### config.mk
export PLATFORM = sky130hd
export DESIGN_NAME = windowed_trend_slope_unit_flat
export DESIGN_NICKNAME = d
export VERILOG_FILES = /design/src/hdl/wts_pkg.sv /design/src/hdl/wts_if.sv /design/src/hdl/windowed_trend_slope_unit.sv /design/src/flat_wrapper.sv
export SDC_FILE = /design/constraint.sdc
export NUM_CORES = 2
export LEC_CHECK = 0
export ABC_AREA = 1
export BUFFER_PORTS_ARGS = -buffer_cell sky130_fd_sc_hd__buf_4
export CORE_MARGIN = 2
export CORE_UTILIZATION = 59
export CTS_CLUSTER_SIZE = 16
export DETAILED_ROUTE_END_ITERATION = 12
export GPL_ROUTABILITY_DRIVEN = 0
export PLACE_DENSITY = 0.78
export RECOVER_POWER = 25
export SLEW_MARGIN = 10
export SYNTH_ARGS = -nofsm -noshare
export SYNTH_HDL_FRONTEND = slang
export SYNTH_SLANG_ARGS = --single-unit
### constraint.sdc
create_clock -name clk_i -period 10.13 [get_ports clk_i]
set_input_delay 0.5065 -clock clk_i [delete_from_list [all_inputs] [get_ports clk_i]]
set_output_delay 0.5065 -clock clk_i [all_outputs]
set_load 0.005 [all_outputs]
### src/hdl/wts_pkg.sv
// Package: shared types and constants for the windowed trend slope unit.
package wts_pkg;

  localparam int unsigned SampleWidth = 16;
  localparam int unsigned SlopeWidth  = 18;
  localparam int unsigned FilledWidth = 9;

  typedef logic [SampleWidth-1:0]        sample_t;
  typedef logic signed [SlopeWidth-1:0]  slope_t;
  typedef logic [FilledWidth-1:0]        filled_t;

endpackage

### src/hdl/wts_if.sv
// Interfaces: valid/ready channels for samples and slope results.
interface wts_in_if;
  logic              valid;
  logic              ready;
  wts_pkg::sample_t  sample;
  modport source (output valid, output sample, input ready);
  modport sink   (input valid, input sample, output ready);
endinterface

interface wts_out_if;
  logic              valid;
  logic              ready;
  wts_pkg::slope_t   slope;
  wts_pkg::filled_t  filled;
  modport source (output valid, output slope, output filled, input ready);
  modport sink   (input valid, input slope, input filled, output ready);
endinterface

### src/hdl/windowed_trend_slope_unit.sv
// Top level: sliding-window least-squares slope over a circular sample history.
//
// Each accepted sample is written into a history RAM of HistoryDepth entries
// and one result (slope, filled) is returned per transaction. The slope is
// the integer least-squares quotient (n*Sxy - Sx*Sy) / (n*Sxx - Sx*Sx)
// on raw sample codes, position 0 being the oldest stored sample, truncated
// toward zero, saturated to a magnitude of 65536 and given as signed Q17.0;
// it is zero below two samples. Each item passes through the accept, an
// accumulation pass (one RAM read per cycle, registered read data, a step
// to close the pass), the forming of numerator and denominator, the
// restoring divider (a quotient of DivBits = 3*CntW + 18 bits, 33 at the
// default depth) and the load of the output register. Items are handled one
// at a time; the input is ready again as soon as the result has moved into
// the output register, so a held result does not block intake of the next
// sample, it only delays the load of the following result. No clearing
// pass is needed after reset.
module windowed_trend_slope_unit #(
  parameter int unsigned HistoryDepth = 16
) (
  input  logic       clk_i,
  input  logic       rst_ni,
  wts_in_if.sink     in_i,
  wts_out_if.source  out_o
);

  localparam int unsigned AddrW  = (HistoryDepth > 1) ? $clog2(HistoryDepth) : 1;
  localparam int unsigned CntW   = $clog2(HistoryDepth + 1);
  // Sums: Sy < n*2^16, Sxy < n^2*2^16, Sxx < n^3.
  localparam int unsigned SumW   = 2*CntW + 17;
  // num = n*Sxy - Sx*Sy bounded by n^3 * 2^16.
  localparam int unsigned NumW   = 3*CntW + 18;
  localparam int unsigned DivBits = NumW;

  typedef enum logic [4:0] {
    StIdle  = 5'b00001,
    StAcc   = 5'b00010,
    StForm  = 5'b00100,
    StDiv   = 5'b01000,
    StOut   = 5'b10000
  } state_e;

  state_e state_q, state_d;

  // History RAM, synchronous read.
  wts_pkg::sample_t mem [HistoryDepth];
  wts_pkg::sample_t rd_data_q;
  logic [AddrW-1:0] rd_addr;
  logic             wr_en;

  logic [AddrW-1:0] wslot_q;
  logic [CntW-1:0]  fill_q;
  logic [AddrW-1:0] raddr_q;    // next read address
  logic [CntW-1:0]  issue_q;    // reads issued
  logic [CntW-1:0]  xcnt_q;     // x of data arriving
  logic             rvalid_q;

  logic [SumW-1:0]  sy_q, sxy_q, sxx_q, sx_q;
  logic [NumW-1:0]  nabs_q, den_q, rem_q, quo_q;
  logic             neg_q;
  logic [$clog2(DivBits+1)-1:0] step_q;

  logic                  ovalid_q;
  wts_pkg::slope_t       oslope_q;
  wts_pkg::filled_t      ofilled_q;

  logic accept;
  assign accept   = in_i.valid && in_i.ready;
  assign in_i.ready = (state_q == StIdle);
  assign wr_en    = accept;
  assign rd_addr  = raddr_q;

  always_ff @(posedge clk_i) begin
    if (wr_en) begin
      mem[wslot_q] <= in_i.sample;
    end
    rd_data_q <= mem[rd_addr];
  end

  // Signed intermediate products for num/den formation.
  logic signed [NumW+1:0] num_s, den_s;
  logic [NumW-1:0]        n_ext;
  assign n_ext = NumW'(fill_q);
  always_comb begin
    num_s = $signed({2'b00, n_ext * NumW'(sxy_q)}) -
            $signed({2'b00, NumW'(sx_q) * NumW'(sy_q)});
    den_s = $signed({2'b00, n_ext * NumW'(sxx_q)}) -
            $signed({2'b00, NumW'(sx_q) * NumW'(sx_q)});
  end

  logic [NumW:0] trial;
  assign trial = {rem_q, nabs_q[NumW-1]} - {1'b0, den_q};

  // saturate magnitude to 65536
  logic [NumW-1:0] mag;
  assign mag = (quo_q > NumW'(65536)) ? NumW'(65536) : quo_q;

  logic out_free;
  assign out_free = !ovalid_q || out_o.ready;

  always_comb begin
    state_d = state_q;
    case (state_q)
      StIdle: if (accept) state_d = StAcc;
      StAcc:  if (!rvalid_q && issue_q == fill_q) state_d = StForm;
      StForm: state_d = StDiv;
      StDiv:  if (step_q == '0) state_d = StOut;
      StOut:  if (out_free) state_d = StIdle;
      default: state_d = StIdle;
    endcase
  end

  always_ff @(posedge clk_i or negedge rst_ni) begin
    if (!rst_ni) begin
      state_q  <= StIdle;
      wslot_q  <= '0;
      fill_q   <= '0;
      ovalid_q <= 1'b0;
      rvalid_q <= 1'b0;
    end else begin
      state_q <= state_d;
      if (accept) begin
        wslot_q <= (wslot_q == AddrW'(HistoryDepth-1)) ? '0 : wslot_q + 1'b1;
        if (fill_q != CntW'(HistoryDepth)) fill_q <= fill_q + 1'b1;
      end
      rvalid_q <= (state_q == StAcc) && (issue_q != fill_q);
      if (state_q == StOut && out_free) begin
        ovalid_q <= 1'b1;
      end else if (out_o.valid && out_o.ready) begin
        ovalid_q <= 1'b0;
      end
    end
  end

  // Datapath (no reset needed).
  always_ff @(posedge clk_i) begin
    case (state_q)
      StIdle: begin
        // oldest = slot + 1 - n, mod depth, after this write
        raddr_q <= (fill_q == CntW'(HistoryDepth)) ? 
                   ((wslot_q == AddrW'(HistoryDepth-1)) ? '0 : wslot_q + 1'b1) : '0;
        issue_q <= '0;
        xcnt_q  <= '0;
        sx_q <= '0; sy_q <= '0; sxy_q <= '0; sxx_q <= '0;
      end
      StAcc: begin
        if (issue_q != fill_q) begin
          issue_q <= issue_q + 1'b1;
          raddr_q <= (raddr_q == AddrW'(HistoryDepth-1)) ? '0 : raddr_q + 1'b1;
        end
        if (rvalid_q) begin
          sx_q  <= sx_q + SumW'(xcnt_q);
          sy_q  <= sy_q + SumW'(rd_data_q);
          sxy_q <= sxy_q + SumW'(xcnt_q) * SumW'(rd_data_q);
          sxx_q <= sxx_q + SumW'(xcnt_q) * SumW'(xcnt_q);
          xcnt_q <= xcnt_q + 1'b1;
        end
      end
      StForm: begin
        neg_q  <= num_s[NumW+1];
        nabs_q <= num_s[NumW+1] ? NumW'(-num_s) : NumW'(num_s);
        den_q  <= NumW'(den_s);
        rem_q  <= '0;
        quo_q  <= '0;
        step_q <= ($bits(step_q))'(DivBits);
      end
      StDiv: begin
        if (step_q != '0) begin
          step_q <= step_q - 1'b1;
          nabs_q <= {nabs_q[NumW-2:0], 1'b0};
          if (!trial[NumW]) begin
            rem_q <= trial[NumW-1:0];
            quo_q <= {quo_q[NumW-2:0], 1'b1};
          end else begin
            rem_q <= {rem_q[NumW-2:0], nabs_q[NumW-1]};
            quo_q <= {quo_q[NumW-2:0], 1'b0};
          end
        end
      end
      StOut: begin
        if (out_free) begin
          ofilled_q <= wts_pkg::filled_t'(fill_q);
          if (fill_q < CntW'(2) || den_q == '0) begin
            oslope_q <= '0;
          end else begin
            oslope_q <= neg_q ? -wts_pkg::slope_t'(mag)
                              :  wts_pkg::slope_t'(mag);
          end
        end
      end
      default: ;
    endcase
  end

  assign out_o.valid  = ovalid_q;
  assign out_o.slope  = oslope_q;
  assign out_o.filled = ofilled_q;

endmodule
### src/flat_wrapper.sv
// flat-port wrapper written by rule: the top's interface ports become plain ports
module windowed_trend_slope_unit_flat 
#(
  parameter int unsigned HistoryDepth = 16
)
  (clk_i, rst_ni, in_i_valid, in_i_sample, in_i_ready, out_o_valid, out_o_slope, out_o_filled, out_o_ready);
  wts_in_if in_i_i ();
  wts_out_if out_o_i ();
  input  logic clk_i;
  input  logic rst_ni;
  input wire logic [$bits(in_i_i.valid)-1:0] in_i_valid;
  input wire logic [$bits(in_i_i.sample)-1:0] in_i_sample;
  output wire logic [$bits(in_i_i.ready)-1:0] in_i_ready;
  output wire logic [$bits(out_o_i.valid)-1:0] out_o_valid;
  output wire logic [$bits(out_o_i.slope)-1:0] out_o_slope;
  output wire logic [$bits(out_o_i.filled)-1:0] out_o_filled;
  input wire logic [$bits(out_o_i.ready)-1:0] out_o_ready;
  assign in_i_i.valid = in_i_valid;
  assign in_i_i.sample = in_i_sample;
  assign in_i_ready = in_i_i.ready;
  assign out_o_valid = out_o_i.valid;
  assign out_o_slope = out_o_i.slope;
  assign out_o_filled = out_o_i.filled;
  assign out_o_i.ready = out_o_ready;
  windowed_trend_slope_unit #(.HistoryDepth(HistoryDepth)) u_core (.clk_i(clk_i), .rst_ni(rst_ni), .in_i(in_i_i), .out_o(out_o_i));
endmodule
==> metrics <==
Gate Count Post-Synth 8248; number of synthesized flops with an enable pin 540; number of DRC markers after the initial detailed-route iteration 5137; hold violation count in the final report 0; setup repair after global routing missed its margin true; total clock buffers created by CTS 67; Critical Path Fanout Max 13; area of combinational cells with multiple inputs 45700 sq um; Max transition margin -33.3%; clk sink count 572; filler cell count in the final layout 9445; DR WL/cell 18.3 um; initial antenna violation count 4; all-layer global routing usage 30.3%; Worst Slack Setup Final 0.136 ns; Setup Skew 0.0533 ns; CP peak stage delay 0.57 ns; synthesized cell area 70900 sq um; GRT Residual Overflow 0; register-to-register setup slack 0.14 ns; port bufs 44; outcome complete, but fails checks; standard-cell row count 127; starting density of the core 59.3%; Post-Syn Area per Cell 8.60 sq um; synth unique cells 63; start point of the critical path u_core.sy_q[4]$_SDFFCE_PN0P_; via count 55500; endpoint required time on the critical path 10.50 ns; number of detailed-route iterations in the first pass 9; Critical Path AT 10.37 ns; predominant post-synthesis flop cell sky130_fd_sc_hd__edfxtp_1; vias in the first global route 57600; startpoint-to-endpoint class of the critical path flip-flop to flip-flop; Avg Vias per Cell 5.57; flip-flop and latch count after synthesis 572; Area Growth Syn to Fin 8.50%; clock transition at the registers of the reported paths 0.06 ns; r2r worst-path depth 45; max-capacitance violation count 2; chip height 351 um; DPL Wire Length 139000 um; Setup Slack @ Placement 0.0148 ns; maximum clock frequency 100 MHz; capturing element type of the critical path flip-flop; deepest clock path buffer count 3; failing checks max-capacitance violations, max-slew violations; insertion delay to the later sink of the worst-skew pair 0.70 ns; global-route wire length before repair 296000 um; total count of max-transition violations in the final report 78; htree depth 3; Crit Reg-Reg Endpoint u_core.nabs_q[12]$_DFFE_PP_; maximum number of pins on one net before global-route repair 87; reg-to-reg critical path startpoint u_core.sy_q[4]$_SDFFCE_PN0P_; Async S/R FF share, synth 2.80%; share of post-route cells with drive strength above 1 6.41%; cell chosen for the clock root sky130_fd_sc_hd__clkbuf_16; transition time at the pin with the least slew margin 2.00 ns; number of remaining DRC errors 0; horizontal die dimension 351 um; type of origin of the critical path flip-flop; Critical path destination u_core.nabs_q[12]$_DFFE_PP_; count of endpoints failing setup in the final report 0; top-level I/O count 49; portion of the post-synthesis area used by sequential elements 23.9%; Syn. warnings 0; core region area 120000 sq um; Seq. cell area 16900 sq um; routed wire length 182000 um; Die Area 123000 sq um; TritonCTS clock tree built; final total negative setup slack 0 ns; Min Clock Period, post-route 9.99 ns; type of the tightest min-delay check primary input to flip-flop; Slowest-stage cell, CP sky130_fd_sc_hd__edfxtp_1; number of nets in the final layout 9867; post-route clock period utilization 98.7%; Antenna Violating Nets Remaining 0
[critical path: cells and delay by family (launching register included)]
kind                     cells  cell delay, ns
AO/OA/AOI/OAI                6            0.84
adder cells (fa/ha/maj)     12            5.54
XOR/XNOR                     2            0.39
AND/OR/NAND/NOR             12            1.22
flip-flops                   1            0.57
buffers and inverters       13            1.12
[worst min-delay path by stage]
stage / startpoint / to / slack [ns] / cells after the start
after floorplan: rst_ni / u_core.fill_q[0]$_DFFE_PN0P_ / 0.21 / 0
after CTS: in_i_sample[4] / u_core.mem[0][4]$_DFFE_PP_ / 0.06 / 1
after detailed placement: rst_ni / u_core.wslot_q[2]$_DFFE_PN0P_ / 0.41 / 1
after global placement: rst_ni / u_core.wslot_q[2]$_DFFE_PN0P_ / 0.41 / 1
after global routing: out_o_ready / u_core.out_o.valid$_DFFE_PN0P_ / 0.17 / 4
final: out_o_ready / u_core.out_o.valid$_DFFE_PN0P_ / 0.15 / 4
[area by class of cell]
type | count | area share [%]
clock buffer | 87 | 2.32
antenna | 2 | 0.00650
timing repair buffer | 310 | 3.19
clock inverter | 35 | 0.652
tap | 1612 | 2.62
sequential | 572 | 22.0
multi-input combinational | 5361 | 59.4
inverter | 1998 | 9.75
[metrics by stage]
stage / cell area (sq um) / utilization, % / hold WS (ns) / instances
2_1_floorplan: 70900 / - / 0.211 / 8251
3_3_place_gp: 74000 / 61.8 / 0.408 / 9824
3_5_place_dp: 74000 / 61.8 / 0.408 / 9824
4_1_cts: 76300 / 63.8 / 0.0630 / 9948
5_1_grt: 76900 / 64.3 / 0.171 / 9975
6_report: 76900 / 64.3 / 0.146 / 9977
[metal layers]
metal | global-route usage, % | vias up | share of wire, %
met5 | 0 | - | 0.0099
met3 | 5.61 | 617 | 8.9
li1 | - | 25100 | -
met4 | 14.1 | 4 | 5.3
met2 | 50.5 | 2783 | 48
met1 | 38.6 | 27000 | 38
[synthesized netlist by cell type, types with 5 or more instances]
cell type / number / area [sq um]
sky130_fd_sc_hd__a21o_1: 13 / 97.6
sky130_fd_sc_hd__o211ai_1: 5 / 37.5
sky130_fd_sc_hd__o21ai_2: 5 / 43.8
sky130_fd_sc_hd__a21oi_1: 359 / 1800
sky130_fd_sc_hd__edfxtp_1: 540 / 16200
sky130_fd_sc_hd__o22ai_1: 23 / 144
sky130_fd_sc_hd__fa_1: 1097 / 22000
sky130_fd_sc_hd__nor2_1: 405 / 1520
sky130_fd_sc_hd__clkbuf_1: 236 / 886
sky130_fd_sc_hd__nor3b_1: 6 / 45.0
sky130_fd_sc_hd__and2_1: 9 / 56.3
sky130_fd_sc_hd__nor4_1: 19 / 119
sky130_fd_sc_hd__dfxtp_1: 16 / 320
sky130_fd_sc_hd__inv_1: 1988 / 7460
sky130_fd_sc_hd__nor2_2: 12 / 75.1
sky130_fd_sc_hd__a221oi_1: 20 / 175
sky130_fd_sc_hd__nand2_1: 1967 / 7380
sky130_fd_sc_hd__a211oi_1: 11 / 82.6
sky130_fd_sc_hd__ha_1: 440 / 5510
sky130_fd_sc_hd__dfrtp_1: 15 / 375
sky130_fd_sc_hd__buf_2: 6 / 30.0
sky130_fd_sc_hd__nor3_1: 52 / 260
sky130_fd_sc_hd__xor2_1: 125 / 1090
sky130_fd_sc_hd__a31oi_1: 15 / 93.8
sky130_fd_sc_hd__or2_2: 14 / 87.6
sky130_fd_sc_hd__xnor2_1: 112 / 981
sky130_fd_sc_hd__nand4_1: 65 / 407
sky130_fd_sc_hd__nand3_1: 178 / 891
sky130_fd_sc_hd__nand3b_1: 6 / 45.0
sky130_fd_sc_hd__o221ai_1: 20 / 175
sky130_fd_sc_hd__o21a_1: 27 / 203
sky130_fd_sc_hd__o21ai_0: 275 / 1380
sky130_fd_sc_hd__inv_2: 6 / 22.5
sky130_fd_sc_hd__buf_1: 69 / 259
sky130_fd_sc_hd__a21boi_0: 5 / 37.5
sky130_fd_sc_hd__o21ai_1: 16 / 80.1
sky130_fd_sc_hd__nand2_2: 10 / 62.6
sky130_fd_sc_hd__o21bai_1: 12 / 90.1
sky130_fd_sc_hd__buf_4: 7 / 52.6
[cell usage in the layout (no fill, tap or decap), types with 27 or more instances in the layout]
cell / synthesis / layout
sky130_fd_sc_hd__nand3_1: 178 / 172
sky130_fd_sc_hd__a21oi_1: 359 / 342
sky130_fd_sc_hd__nand2_1: 1967 / 1957
sky130_fd_sc_hd__o21ai_0: 275 / 271
sky130_fd_sc_hd__ha_1: 440 / 430
sky130_fd_sc_hd__clkbuf_16: 0 / 70
sky130_fd_sc_hd__buf_4: 7 / 263
sky130_fd_sc_hd__fa_1: 1097 / 1092
sky130_fd_sc_hd__xor2_1: 125 / 123
sky130_fd_sc_hd__o21a_1: 27 / 27
sky130_fd_sc_hd__clkbuf_1: 236 / 36
sky130_fd_sc_hd__edfxtp_1: 540 / 540
sky130_fd_sc_hd__nor3_1: 52 / 45
sky130_fd_sc_hd__nand4_1: 65 / 65
sky130_fd_sc_hd__inv_1: 1988 / 1987
sky130_fd_sc_hd__xnor2_1: 112 / 107
sky130_fd_sc_hd__nor2_1: 405 / 393
[what timing repair did]
item / CTS / global route
hold buffers: 2 / 0
gates resized for setup: 2 / 101
setup endpoints to repair: 6 / 33
pin swaps: 0 / 31
gates cloned: 0 / 3
buffers inserted: 0 / 24
endpoints found under the hold margin: 17 / 0
[cells by family after synthesis]
| family | synth area share (%) |
|---|---|
| fa+ha+maj | 38.7 |
| buf+inv | 12.3 |
| other cells | 0.00529 |
| simple gates | 15.6 |
| flops | 23.9 |
| compound gates | 6.48 |
| mux | 0.0159 |
| xor+xnor | 2.93 |
[sequential cells by signal (all words and copies together), names as in the netlist, 6 cells and up]
name,count
u_core.den_q,33
u_core.mem,256
u_core.nabs_q,33
u_core.out_o.slope,18
u_core.quo_q,33
u_core.rd_data_q,16
u_core.rem_q,33
u_core.step_q,6
u_core.sx_q,27
u_core.sxx_q,27
u_core.sxy_q,27
u_core.sy_q,27
Power is not shown: default switching activity piles up to over one toggle a cycle in this logic, so the estimate is an artifact.
